===== config.mk =====
export PLATFORM = sky130hd
export DESIGN_NAME = rpra_cell
export DESIGN_NICKNAME = d
export VERILOG_FILES = /design/src/rpra_pkg.sv /design/src/rpra_cell.sv
export SDC_FILE = /design/constraint.sdc
export NUM_CORES = 1
export LEC_CHECK = 0
export ABC_CLOCK_PERIOD_IN_PS = 4300
export BUFFER_PORTS_ARGS = -buffer_cell sky130_fd_sc_hd__buf_4
export CORE_ASPECT_RATIO = 0.7
export CORE_MARGIN = 3
export CORE_UTILIZATION = 47
export DETAILED_ROUTE_END_ITERATION = 10
export PLACE_DENSITY = 0.69
export SYNTH_ARGS = -nofsm -noshare
export SYNTH_HDL_FRONTEND = slang
export SYNTH_SLANG_ARGS = --single-unit

===== constraint.sdc =====
create_clock -name clk -period 4.3 [get_ports clk]
set_input_delay 0.43 -clock clk [delete_from_list [all_inputs] [get_ports clk]]
set_output_delay 0.43 -clock clk [all_outputs]
set_load 0.02 [all_outputs]

===== src/rpra_pkg.sv =====
`timescale 1ns / 1ps
// Shared types and constants of the ring pair resource arbiter.
// Used by rpra_cell and by the top level; depends on nothing else.
package rpra_pkg;

  localparam int unsigned WAIT_W   = 24;
  localparam int unsigned USE_W    = 16;
  localparam int unsigned SUM_W    = 32;
  localparam int unsigned MASK_W   = 16;
  localparam int unsigned OP_W     = 2;
  localparam int unsigned REQ_W    = 4;
  localparam int unsigned ACTIVE_W = 5;
  localparam int unsigned CFG_W    = 24;

  localparam logic [ACTIVE_W-1:0] ACTIVE_RESET = 5'd5;
  localparam logic [WAIT_W-1:0]   THR_RESET    = 24'd3000;
  localparam int unsigned         RING_MIN     = 5;

  localparam logic [WAIT_W-1:0] WAIT_MAX = {WAIT_W{1'b1}};
  localparam logic [USE_W-1:0]  USE_MAX  = {USE_W{1'b1}};
  localparam logic [SUM_W-1:0]  SUM_MAX  = {SUM_W{1'b1}};

  typedef enum logic [1:0] {
    PH_IDLE   = 2'd0,
    PH_HOLD   = 2'd1,
    PH_HUNGRY = 2'd2
  } phase_t;

  typedef enum logic [OP_W-1:0] {
    OP_TICK    = 2'd0,
    OP_REQUEST = 2'd1,
    OP_RELEASE = 2'd2
  } op_t;

  typedef enum logic {
    CFG_ACTIVE_COUNT   = 1'b0,
    CFG_WAIT_THRESHOLD = 1'b1
  } cfg_idx_t;

  // Event decoded for one cell.
  typedef struct packed {
    logic en;
    logic tick;
    logic req;
    logic rel;
  } cell_cmd_t;

  // What a cell shows its neighbours in the cycle an item is taken.
  typedef struct packed {
    phase_t            phase;
    logic [WAIT_W-1:0] wait_ticks;
    logic              released;
    logic              grant;
  } cell_link_t;

  // Next-state view of a cell, used for the result.
  typedef struct packed {
    phase_t           phase;
    logic             free;
    logic [USE_W-1:0] uses;
    logic [SUM_W-1:0] sum;
  } cell_view_t;

  function automatic logic outranks(input cell_link_t nb, input logic [WAIT_W-1:0] self_wait,
                                    input logic [WAIT_W-1:0] thr);
    return (nb.phase == PH_HUNGRY) && (nb.wait_ticks > self_wait) && (nb.wait_ticks > thr);
  endfunction

endpackage


===== src/rpra_cell.sv =====
`timescale 1ns / 1ps
// One requester of the ring with the resource on its left side.
// Depends on rpra_pkg.
module rpra_cell (
  input  logic                           clk,
  input  logic                           rst_n,
  input  rpra_pkg::cell_cmd_t            cmd,
  input  logic [rpra_pkg::WAIT_W-1:0]    threshold,
  input  rpra_pkg::cell_link_t           left,
  input  rpra_pkg::cell_link_t           right,
  output rpra_pkg::cell_link_t           link_o,
  output rpra_pkg::cell_view_t           view_o
);

  rpra_pkg::phase_t                phase_r, phase_nxt, phase_pre;
  logic [rpra_pkg::WAIT_W-1:0]     wait_r, wait_nxt, wait_pre;
  logic [rpra_pkg::USE_W-1:0]      uses_r, uses_nxt;
  logic [rpra_pkg::SUM_W-1:0]      sum_r, sum_nxt;
  logic                            free_r, free_nxt;
  logic                            req_eff, rel_eff, attempt, grant;
  logic [rpra_pkg::SUM_W:0]        sum_ext;

  assign req_eff = cmd.req && (phase_r == rpra_pkg::PH_IDLE);
  assign rel_eff = cmd.rel && (phase_r == rpra_pkg::PH_HOLD);

  always_comb begin
    phase_pre = phase_r;
    wait_pre  = wait_r;
    if (req_eff) begin
      phase_pre = rpra_pkg::PH_HUNGRY;
      wait_pre  = '0;
    end else if (rel_eff) begin
      phase_pre = rpra_pkg::PH_IDLE;
    end
  end

  assign attempt = req_eff || (cmd.en && (left.released || right.released));
  assign grant   = attempt && (phase_pre == rpra_pkg::PH_HUNGRY) &&
                   (left.phase != rpra_pkg::PH_HOLD) && (right.phase != rpra_pkg::PH_HOLD) &&
                   !rpra_pkg::outranks(left, wait_pre, threshold) &&
                   !rpra_pkg::outranks(right, wait_pre, threshold);

  assign sum_ext = {1'b0, sum_r} + {{(rpra_pkg::SUM_W + 1 - rpra_pkg::WAIT_W){1'b0}}, wait_pre};

  always_comb begin
    phase_nxt = grant ? rpra_pkg::PH_HOLD : phase_pre;
    wait_nxt  = wait_pre;
    if (cmd.tick && (phase_r == rpra_pkg::PH_HUNGRY) && (wait_r != rpra_pkg::WAIT_MAX)) begin
      wait_nxt = wait_r + 1'b1;
    end
    uses_nxt = uses_r;
    if (rel_eff && (uses_r != rpra_pkg::USE_MAX)) begin
      uses_nxt = uses_r + 1'b1;
    end
    sum_nxt = sum_r;
    if (grant) begin
      sum_nxt = sum_ext[rpra_pkg::SUM_W] ? rpra_pkg::SUM_MAX : sum_ext[rpra_pkg::SUM_W-1:0];
    end
    free_nxt = free_r;
    if (cmd.en && (grant || left.grant)) begin
      free_nxt = 1'b0;
    end else if (cmd.en && (rel_eff || left.released)) begin
      free_nxt = 1'b1;
    end
  end

  always_ff @(posedge clk) begin
    if (!rst_n) begin
      phase_r <= rpra_pkg::PH_IDLE;
      wait_r  <= '0;
      uses_r  <= '0;
      sum_r   <= '0;
      free_r  <= 1'b1;
    end else begin
      phase_r <= phase_nxt;
      wait_r  <= wait_nxt;
      uses_r  <= uses_nxt;
      sum_r   <= sum_nxt;
      free_r  <= free_nxt;
    end
  end

  assign link_o.phase      = phase_pre;
  assign link_o.wait_ticks = wait_pre;
  assign link_o.released   = rel_eff;
  assign link_o.grant      = grant;

  assign view_o.phase = phase_nxt;
  assign view_o.free  = free_nxt;
  assign view_o.uses  = uses_nxt;
  assign view_o.sum   = sum_nxt;

endmodule


### After elaboration in Yosys (flattened, before gate mapping)

Index checks and enable logic that the tools add are counted.

* output and inout port bits: 79
* word-level logic and storage cells: 55
* bits in registers: 75

* reduce and logical (&&, ||, !) cells: 24
* $lt $le $gt $ge: 4
* add/subtract/negate cells: 3
* multiplexer cells: 10
* equality and inequality tests: 9

Operators with widths (count)
* 24-bit > comparator: 4
* 32-bit 2-to-1 mux: 2
* 24-bit 2-to-1 mux: 2
* 32-bit by 24-bit adder with 33-bit output: 1
* 24-bit by 1-bit adder with 24-bit output (second input constant): 1
* 24-bit inequality test (second input constant): 1
* 1-bit logical AND: 17
* 16-bit by 1-bit adder with 16-bit output (second input constant): 1
* 16-bit 2-to-1 mux: 1
* 16-bit inequality test (second input constant): 1
* 2-bit equality test (second input constant): 4
* 2-bit 2-to-1 mux: 3
* 1-bit logical OR: 4
* 2-bit by 1-bit inequality test with 1-bit output (second input constant): 2
* 2-bit by 1-bit equality test with 1-bit output (second input constant): 1
* 1-bit logical NOT: 2
* 2-bit logical NOT: 1
* 1-bit 2-to-1 mux: 2

### Depth between registers and ports, before layout

Gate-level depths: netlist (run 1).

* word-level depth: 13
* depth in mapped cells: 18
* depth with buffers taken out: 15

### Worst setup path after synthesis (run 1)

No wires, ideal clock.

* kind: input-to-output
* start point: input port cmd[1] (netlist bit)
* end point: output port view_o[30] (netlist bit)
* arrival time: 3651 ps
* path slack: 219 ps
* stages on the path: 17
* buffers on the path: 2
* data required time: 3870 ps
* cells stage by stage: nand2b_1 -> or2_2 -> clkbuf_1 -> and2_1 -> ha_1 -> inv_1 -> fa_1 -> nand2b_1 -> a21oi_1 -> nor3_1 -> o21ai_0 -> and3_1 -> clkbuf_1 -> o21ai_0 -> nor3_1 -> a21o_1 -> o21a_1

RTL lines
* from (decl): RTL line rpra_cell.sv:7 `input rpra_pkg::cell_cmd_t cmd,`
* to (decl): RTL line rpra_cell.sv:12 `output rpra_pkg::cell_view_t view_o`

==> results of run 1 <==
==> sequential cells by signal (all words and copies together) (netlist names) <==
| name | cells |
|---|---|
| sum_r | 32 |
| wait_r | 24 |
| uses_r | 16 |
| phase_r | 2 |
| free_r | 1 |
==> cells in the final DEF (no fill, tap or decap), types with 5 or more instances in the layout <==
master / netlist / final
a311oi_1: 6 / 5
nor3_1: 19 / 13
ha_2: 0 / 5
and2_1: 41 / 41
nor2_1: 69 / 68
o211a_1: 6 / 6
clkbuf_16: 0 / 12
o21a_1: 15 / 15
nand2_2: 0 / 15
o211ai_1: 8 / 8
xnor2_1: 19 / 19
inv_2: 0 / 7
ha_1: 122 / 99
a21o_1: 15 / 15
a21oi_2: 0 / 7
nand2_1: 109 / 90
buf_6: 0 / 5
ha_4: 0 / 18
a211oi_1: 9 / 6
nor4_1: 11 / 9
buf_4: 4 / 196
nand3_1: 30 / 30
o21ai_0: 42 / 39
a21oi_1: 75 / 66
xor2_1: 15 / 15
dfxtp_1: 75 / 74
nand4_1: 28 / 28
mux2_2: 9 / 9
a31oi_1: 8 / 7
mux2_4: 12 / 12
inv_1: 63 / 56
and3_1: 10 / 9
nor2b_1: 7 / 7
nand2b_1: 11 / 10
==> timing repair <==
action                                 4_1_cts  5_1_grt
pin swaps                                    6       26
resized for setup                           19       86
buffers inserted                             1        6
gates cloned                                 0        5
setup endpoints to repair                   32       34
endpoints found under the hold margin        0        0
==> tightest hold or removal path: stages <==
cell and delay (ns):
buf_4 0.08, o21a_1 0.13, o21ai_1 0.06
==> how the worst max path moves through the flow <==
stage | start | endpoint | slack (ns) | depth (start not counted)
final | phase_r[0]$_SDFF_PN0_ | view_o[5] | 0.04 | 14
after global routing | phase_r[0]$_SDFF_PN0_ | view_o[1] | -0.05 | 17
after CTS | phase_r[0]$_SDFF_PN0_ | view_o[4] | -0.04 | 16
after detailed placement | cmd[1] | view_o[26] | 0.06 | 18
after global placement | cmd[1] | view_o[25] | 0.18 | 15
after floorplan | cmd[1] | view_o[30] | 0.22 | 17
==> cell usage after synthesis (3+ instances only) <==
cell and count:
a211o_1 4, a211oi_1 9, a21boi_0 4, a21o_1 15
a21oi_1 75, a311oi_1 6, a31oi_1 8, and2_1 41
and3_1 10, and4_1 4, buf_4 4, clkbuf_1 18
dfxtp_1 75, ha_1 122, inv_1 63, mux2_2 9
mux2_4 12, nand2_1 109, nand2b_1 11, nand3_1 30
nand4_1 28, nor2_1 69, nor2b_1 7, nor3_1 19
nor4_1 11, o211a_1 6, o211ai_1 8, o21a_1 15
o21ai_0 42, o31ai_1 5, or3_1 3, xnor2_1 19
xor2_1 15
==> routing by layer <==
metal / vias up / wire length (um)
met5: - / 0
met4: 0 / 214
met3: 15 / 1540
met2: 229 / 9880
met1: 3430 / 10800
li1: 3733 / -
==> power groups by stage <==
stage                     combinational [mW]  clock [mW]  sequential (mW)
after floorplan                        0.291           0            0.726
after global placement                 0.450           0            0.728
after detailed placement               0.457           0            0.729
after CTS                              0.462       0.751            0.714
after global routing                   0.564       0.786            0.717
final                                  0.514       0.744            0.715
==> area by class of cell <==
cell class,count,share of cell area
Clock inverter,7,0.00622
Multi-Input combinational cell,759,0.601
Sequential cell,75,0.152
Tap cell,195,0.0247
Inverter,63,0.0240
Timing Repair Buffer,208,0.169
Clock buffer,9,0.0228
==> kinds of logic after synthesis <==
logic type | count (synthesis)
buffers and inverters | 90
AND/OR/NAND/NOR | 355
adder cells (fa/ha/maj) | 123
multiplexers | 23
AO/OA/AOI/OAI | 224
flip-flops | 75
XOR/XNOR | 34
==> stage by stage <==
stage | util | power (mW)
after global placement | 0.596 | 1.18
final | 0.661 | 1.97
after floorplan | - | 1.02
after detailed placement | 0.596 | 1.19
after global routing | 0.661 | 2.07
after CTS | 0.621 | 1.93
==> impl_metrics.py, run 1 <==
metrics = {
    "worst_hold_path": {
        "hold_path.class": "input pin to flip-flop",
        "hold_end": "free_r$_SDFF_PN1_",
        "hold_path_depth": 3,
        "worstHoldStart": "left[0]",
    },
    "detailed_routing": {
        "drc": 0,
        "vias": 7407,
        "antenna_left": 0,
        "vias_per_cell": 5.63,
        "dr.pass1.iters": 5,
        "wl_per_cell_um": 17.1,
        "drtIter0Drc": 446,
        "totalWireLength_um": 22500,
    },
    "place": {
        "placed_area_mm2": 0.00888,
        "dp_hpwl_um": 17200,
        "portBuffers": 163,
        "gp_congestion": 0.862,
        "place_ws_ns": 0.0615,
        "dp.cells": 1288,
    },
    "logic_synthesis": {
        "synthTopCellsByArea": "ha_1, dfxtp_1, nand2_1, a21oi_1, nor2_1",
        "yosys.area_share.simple": 0.242,
        "yosysUniqueCellTypes": 69,
        "synth_xor_xnor_area_share": 0.0409,
        "yosys.area.top_type": "ha_1",
        "synth_seq_area_share": 0.206,
        "syn_area_per_cell_um2": 7.88,
        "synth_compound_area_frac": 0.203,
        "yosys_warnings": 0,
        "ys.flop_type": "dfxtp_1",
        "yosysTopAreaCellShare": 0.210,
        "synth_seq_cells": 75,
        "syn_nets": 1133,
        "netlist_area_mm2": 0.00728,
        "synth_edf_count": 0,
        "synth_top_family_by_area": "simple AND/OR/NAND/NOR gates",
        "synth_fa_ha_area_frac": 0.212,
        "synthArstFlopShare": 0,
        "synth.mux.area_fraction": 0.0416,
        "synthCells": 924,
    },
    "timing": {
        "period_minus_slack_ns": 4.26,
        "slew_violations": 0,
        "hold_viol": 0,
        "slew_headroom": 0.324,
        "fmax_mhz": 235,
        "fin_tns_setup_ns": 0,
        "setup_viol": 0,
        "rsz0062_at_grt": "true",
        "fin_crit_sh": 0.991,
        "worst-slew-pin-transition_ns": 1.00,
        "fin_hold_ws_ns": 0.390,
        "layout_setup_ws_ns": 0.0374,
        "finClkSkew_ns": 0.00666,
    },
    "clock_tree": {
        "clock-sinks": 75,
        "cts_tree": "done",
        "cts_hold_buffers": 0,
        "cts-htree-levels": 3,
        "cts_buffer_depth": 2,
        "numCtsBuffers": 9,
        "root_buffer": "clkbuf_16",
        "clk-insertion-delay-late_ns": 0.35,
        "clk_pin_slew_ns": 0.06,
    },
    "global_routing": {
        "grt.met1_usage": 0.352,
        "use_met2": 0.381,
        "grt_pass1_vias": 6778,
        "overflow": 0,
        "grt_pass1_wl_um": 33600,
        "use_met3": 0.0464,
        "grt_usage": 0.243,
        "top_usage_layer": "met2",
        "grt_start_max_net_pins": 55,
        "antenna_found_initial": 0,
    },
    "setup_path": {
        "r2r-end": "sum_r[5]$_SDFF_PN0_",
        "critPathSlowestCell": "o21ai_0",
        "crit_buf_inv": 3,
        "crit_path_frequent_cell": "o21ai_0",
        "reg2reg_slack_ns": 0.72,
        "r2r_cells": 14,
        "critical-path-top-delay-family": "compound AO/OA/AOI/OAI gates",
        "slowest_delay_ns": 0.42,
        "crit_fanout": 11,
        "crit_path_end_kind": "primary output",
        "required_ns": 3.87,
        "cp-start-kind": "flip-flop",
        "r2r-start": "phase_r[0]$_SDFF_PN0_",
        "path_cells": "nand2b_1 -> or2_4 -> buf_12 -> nand2_2 -> ha_1 -> a21oi_1 -> o21ai_0 -> o21ai_0 -> a31o_4 -> o22ai_4 -> nor2_8 -> buf_6 -> mux2_2 -> buf_4",
        "crit_arrival_ns": 3.83,
        "critPathKind": "flip-flop to primary output",
    },
    "power": {
        "leakagePower_nw": 4.71,
        "combPwrFrac": 0.260,
        "pwr-share-clk": 0.377,
        "irDropWorstVdd_mv": 0.197,
        "powerDensity_mw_per_mm2": 200,
        "swShare": 0.316,
        "intPower_mw": 1.35,
        "p_seq_frac": 0.362,
        "p_switching_mw": 0.624,
    },
    "floorplan": {
        "die_y_um": 110,
        "die-width_um": 155,
        "start_util": 0.488,
        "dieArea_mm2": 0.0170,
        "core-area_mm2": 0.0149,
        "fp-row-count": 37,
        "ios": 165,
    },
    "finish": {
        "multi_input_comb_area_mm2": 0.00592,
        "fillers": 1284,
        "seqCellArea_mm2": 0.00150,
        "final_cell_area_mm2": 0.00986,
        "antenna_cells": 0,
        "drive_gt1_frac": 0.305,
        "fin_cells": 1316,
        "area_delta_synth_final_pct": 35.4,
        "finalNetCount": 1325,
    },
    "job": {
        "maxCapViolCount": 0,
    },
    "run_status": {
        "status": "completed",
    },
}
Power figures use the tool's default switching activity.
==> run 2: changes to the inputs <==
--- a/config.mk
+++ b/config.mk
@@ -8,7 +8,6 @@
 export ABC_CLOCK_PERIOD_IN_PS = 4300
 export BUFFER_PORTS_ARGS = -buffer_cell sky130_fd_sc_hd__buf_4
 export CORE_ASPECT_RATIO = 0.7
-export CORE_MARGIN = 3
 export CORE_UTILIZATION = 47
 export DETAILED_ROUTE_END_ITERATION = 10
 export PLACE_DENSITY = 0.69
==> impl_metrics.py, run 2 (synthesized netlist as in run 1, its figures left out) <==
metrics = {
    "detailed_routing": {
        "wl_per_cell_um": 17.0,
        "totalWireLength_um": 22500,
        "vias_per_cell": 5.73,
        "dr.pass1.iters": 5,
        "vias": 7575,
        "drc": 0,
        "drtIter0Drc": 567,
        "antenna_left": 0,
    },
    "setup_path": {
        "required_ns": 3.87,
        "critPathSlowestCell": "ha_1",
        "crit_arrival_ns": 3.79,
        "crit_fanout": 21,
        "cp_num_cells": 17,
        "cp-start-kind": "flip-flop",
        "critPathKind": "flip-flop to primary output",
        "slowest_delay_ns": 0.35,
        "r2r_cells": 9,
        "path_cells": "nand2b_4 -> or2_4 -> clkbuf_16 -> nand2_4 -> ha_1 -> nand4_1 -> a21oi_1 -> a2111oi_2 -> buf_4 -> a31o_4 -> o22ai_4 -> nor2_8 -> buf_12 -> buf_12 -> and4b_1 -> nor2_1 -> buf_4",
        "crit_buf_inv": 5,
        "crit_path_end_kind": "primary output",
        "critical-path-top-delay-family": "simple AND/OR/NAND/NOR gates",
    },
    "finish": {
        "final_cell_mix": "buf_4, ha_1, nand2_1",
        "multi_input_comb_area_mm2": 0.00593,
        "area_delta_synth_final_pct": 36.4,
        "fin_cells": 1323,
        "antenna_cells": 0,
        "post-route-util": 0.666,
        "largest_reg_flops": 32,
        "reg_top3": "sum_r (32), wait_r (24), uses_r (16)",
        "finalNetCount": 1332,
        "top_register": "sum_r",
        "drive_gt1_frac": 0.303,
        "seqCellArea_mm2": 0.00150,
        "fillers": 1270,
        "layout_commonest_cell": "buf_4",
    },
    "clock_tree": {
        "numCtsBuffers": 9,
        "clock-sinks": 75,
        "cts-htree-levels": 3,
        "clk_pin_slew_ns": 0.07,
        "root_buffer": "clkbuf_16",
        "cts_tree": "done",
        "cts_buffer_depth": 2,
        "clk-insertion-delay-late_ns": 0.35,
    },
    "timing": {
        "setup_viol": 0,
        "slew_violations": 0,
        "worst-slew-pin-transition_ns": 0.951,
        "period_minus_slack_ns": 4.22,
        "fin_tns_setup_ns": 0,
        "layout_setup_ws_ns": 0.0758,
        "slew_headroom": 0.360,
        "hold_viol": 0,
        "fmax_mhz": 237,
        "finClkSkew_ns": 0.00888,
        "fin_crit_sh": 0.982,
    },
    "power": {
        "leakagePower_nw": 4.73,
        "design_power_total_mw": 2.02,
        "irDropWorstVdd_mv": 0.197,
        "powerDensity_mw_per_mm2": 203,
    },
    "worst_hold_path": {
        "hold_path_depth": 3,
        "hold_path.class": "input pin to flip-flop",
    },
    "job": {
        "maxCapViolCount": 0,
    },
    "global_routing": {
        "grt_pass1_vias": 6804,
        "grt_pass1_wl_um": 33900,
        "overflow": 0,
        "grt_start_max_net_pins": 55,
        "grt_usage": 0.269,
        "antenna_found_initial": 0,
    },
    "floorplan": {
        "ios": 165,
        "fp-row-count": 37,
        "die_y_um": 106,
        "dieArea_mm2": 0.0160,
        "core-area_mm2": 0.0149,
        "die-width_um": 151,
        "start_util": 0.488,
    },
    "place": {
        "dp_hpwl_um": 16700,
        "portBuffers": 163,
        "dp.cells": 1288,
        "gp_congestion": 0.876,
        "place_ws_ns": 0.0777,
    },
    "run_status": {
        "status": "completed",
    },
}
-- run 2: cell types whose count changed in the layout (fill, tap and decap cells not counted), moves of 2 or more --
cell	delta
inv_2	-4
nor3_2	+2
inv_1	+4
nand2_2	-5
nor3_4	-2
buf_4	+6
ha_4	+5
inv_8	+2
a21oi_1	+4
nand2_1	+4
a21oi_2	-3
ha_1	-2
ha_2	-3
-- run 2: what timing repair did --
action,4_1_cts,5_1_grt
buffers inserted,5,9
setup endpoints to repair,33,34
gates cloned,2,3
gates resized for setup,27,67
hold buffers,0,0
pin swaps,7,32
-- run 2: tightest hold or removal path: stages --
cell	delay [ns]
buf_4	0.08
o21a_1	0.13
o21ai_1	0.05
-- run 2: final cells by class --
cell class / instances / area share
multi-input combinational: 759 / 0.597
timing repair buffer: 215 / 0.172
sequential: 75 / 0.151
tap: 195 / 0.0246
inverter: 63 / 0.0238
clock buffer: 9 / 0.0227
clock inverter: 7 / 0.00794
-- run 2: worst paths after layout --
| path | startpoint | end | slack [ns] |
|---|---|---|---|
| max reg2reg | wait_r[0]$_SDFF_PN0_ | wait_r[0]$_SDFF_PN0_ | 0.63 |
| min reg2reg | wait_r[20]$_SDFF_PN0_ | wait_r[20]$_SDFF_PN0_ | 0.50 |
| min | left[0] | free_r$_SDFF_PN1_ | 0.38 |
| max | phase_r[0]$_SDFF_PN0_ | view_o[29] | 0.08 |
-- run 2: layer usage --
layer | track usage | up-vias | share of wire
li1 | - | 3752 | -
met1 | 0.395 | 3551 | 0.48
met2 | 0.410 | 249 | 0.44
met3 | 0.0412 | 23 | 0.067
met4 | 0.0550 | 0 | 0.012
met5 | 0 | - | 0
-- run 2: report_power, final --
part	switching (mW)	total, mW	internal, mW
Sequential	0.0101	0.714	0.704
Combinational	0.274	0.525	0.251
Clock	0.363	0.779	0.416
-- run 2: metrics by stage --
step	cell area (um^2)	hold WS, ns
detailed placement	8880	0.469
CTS	9370	0.375
global placement	8880	0.460
global route	9930	0.435
finish	9930	0.385
floorplan	7280	0.445
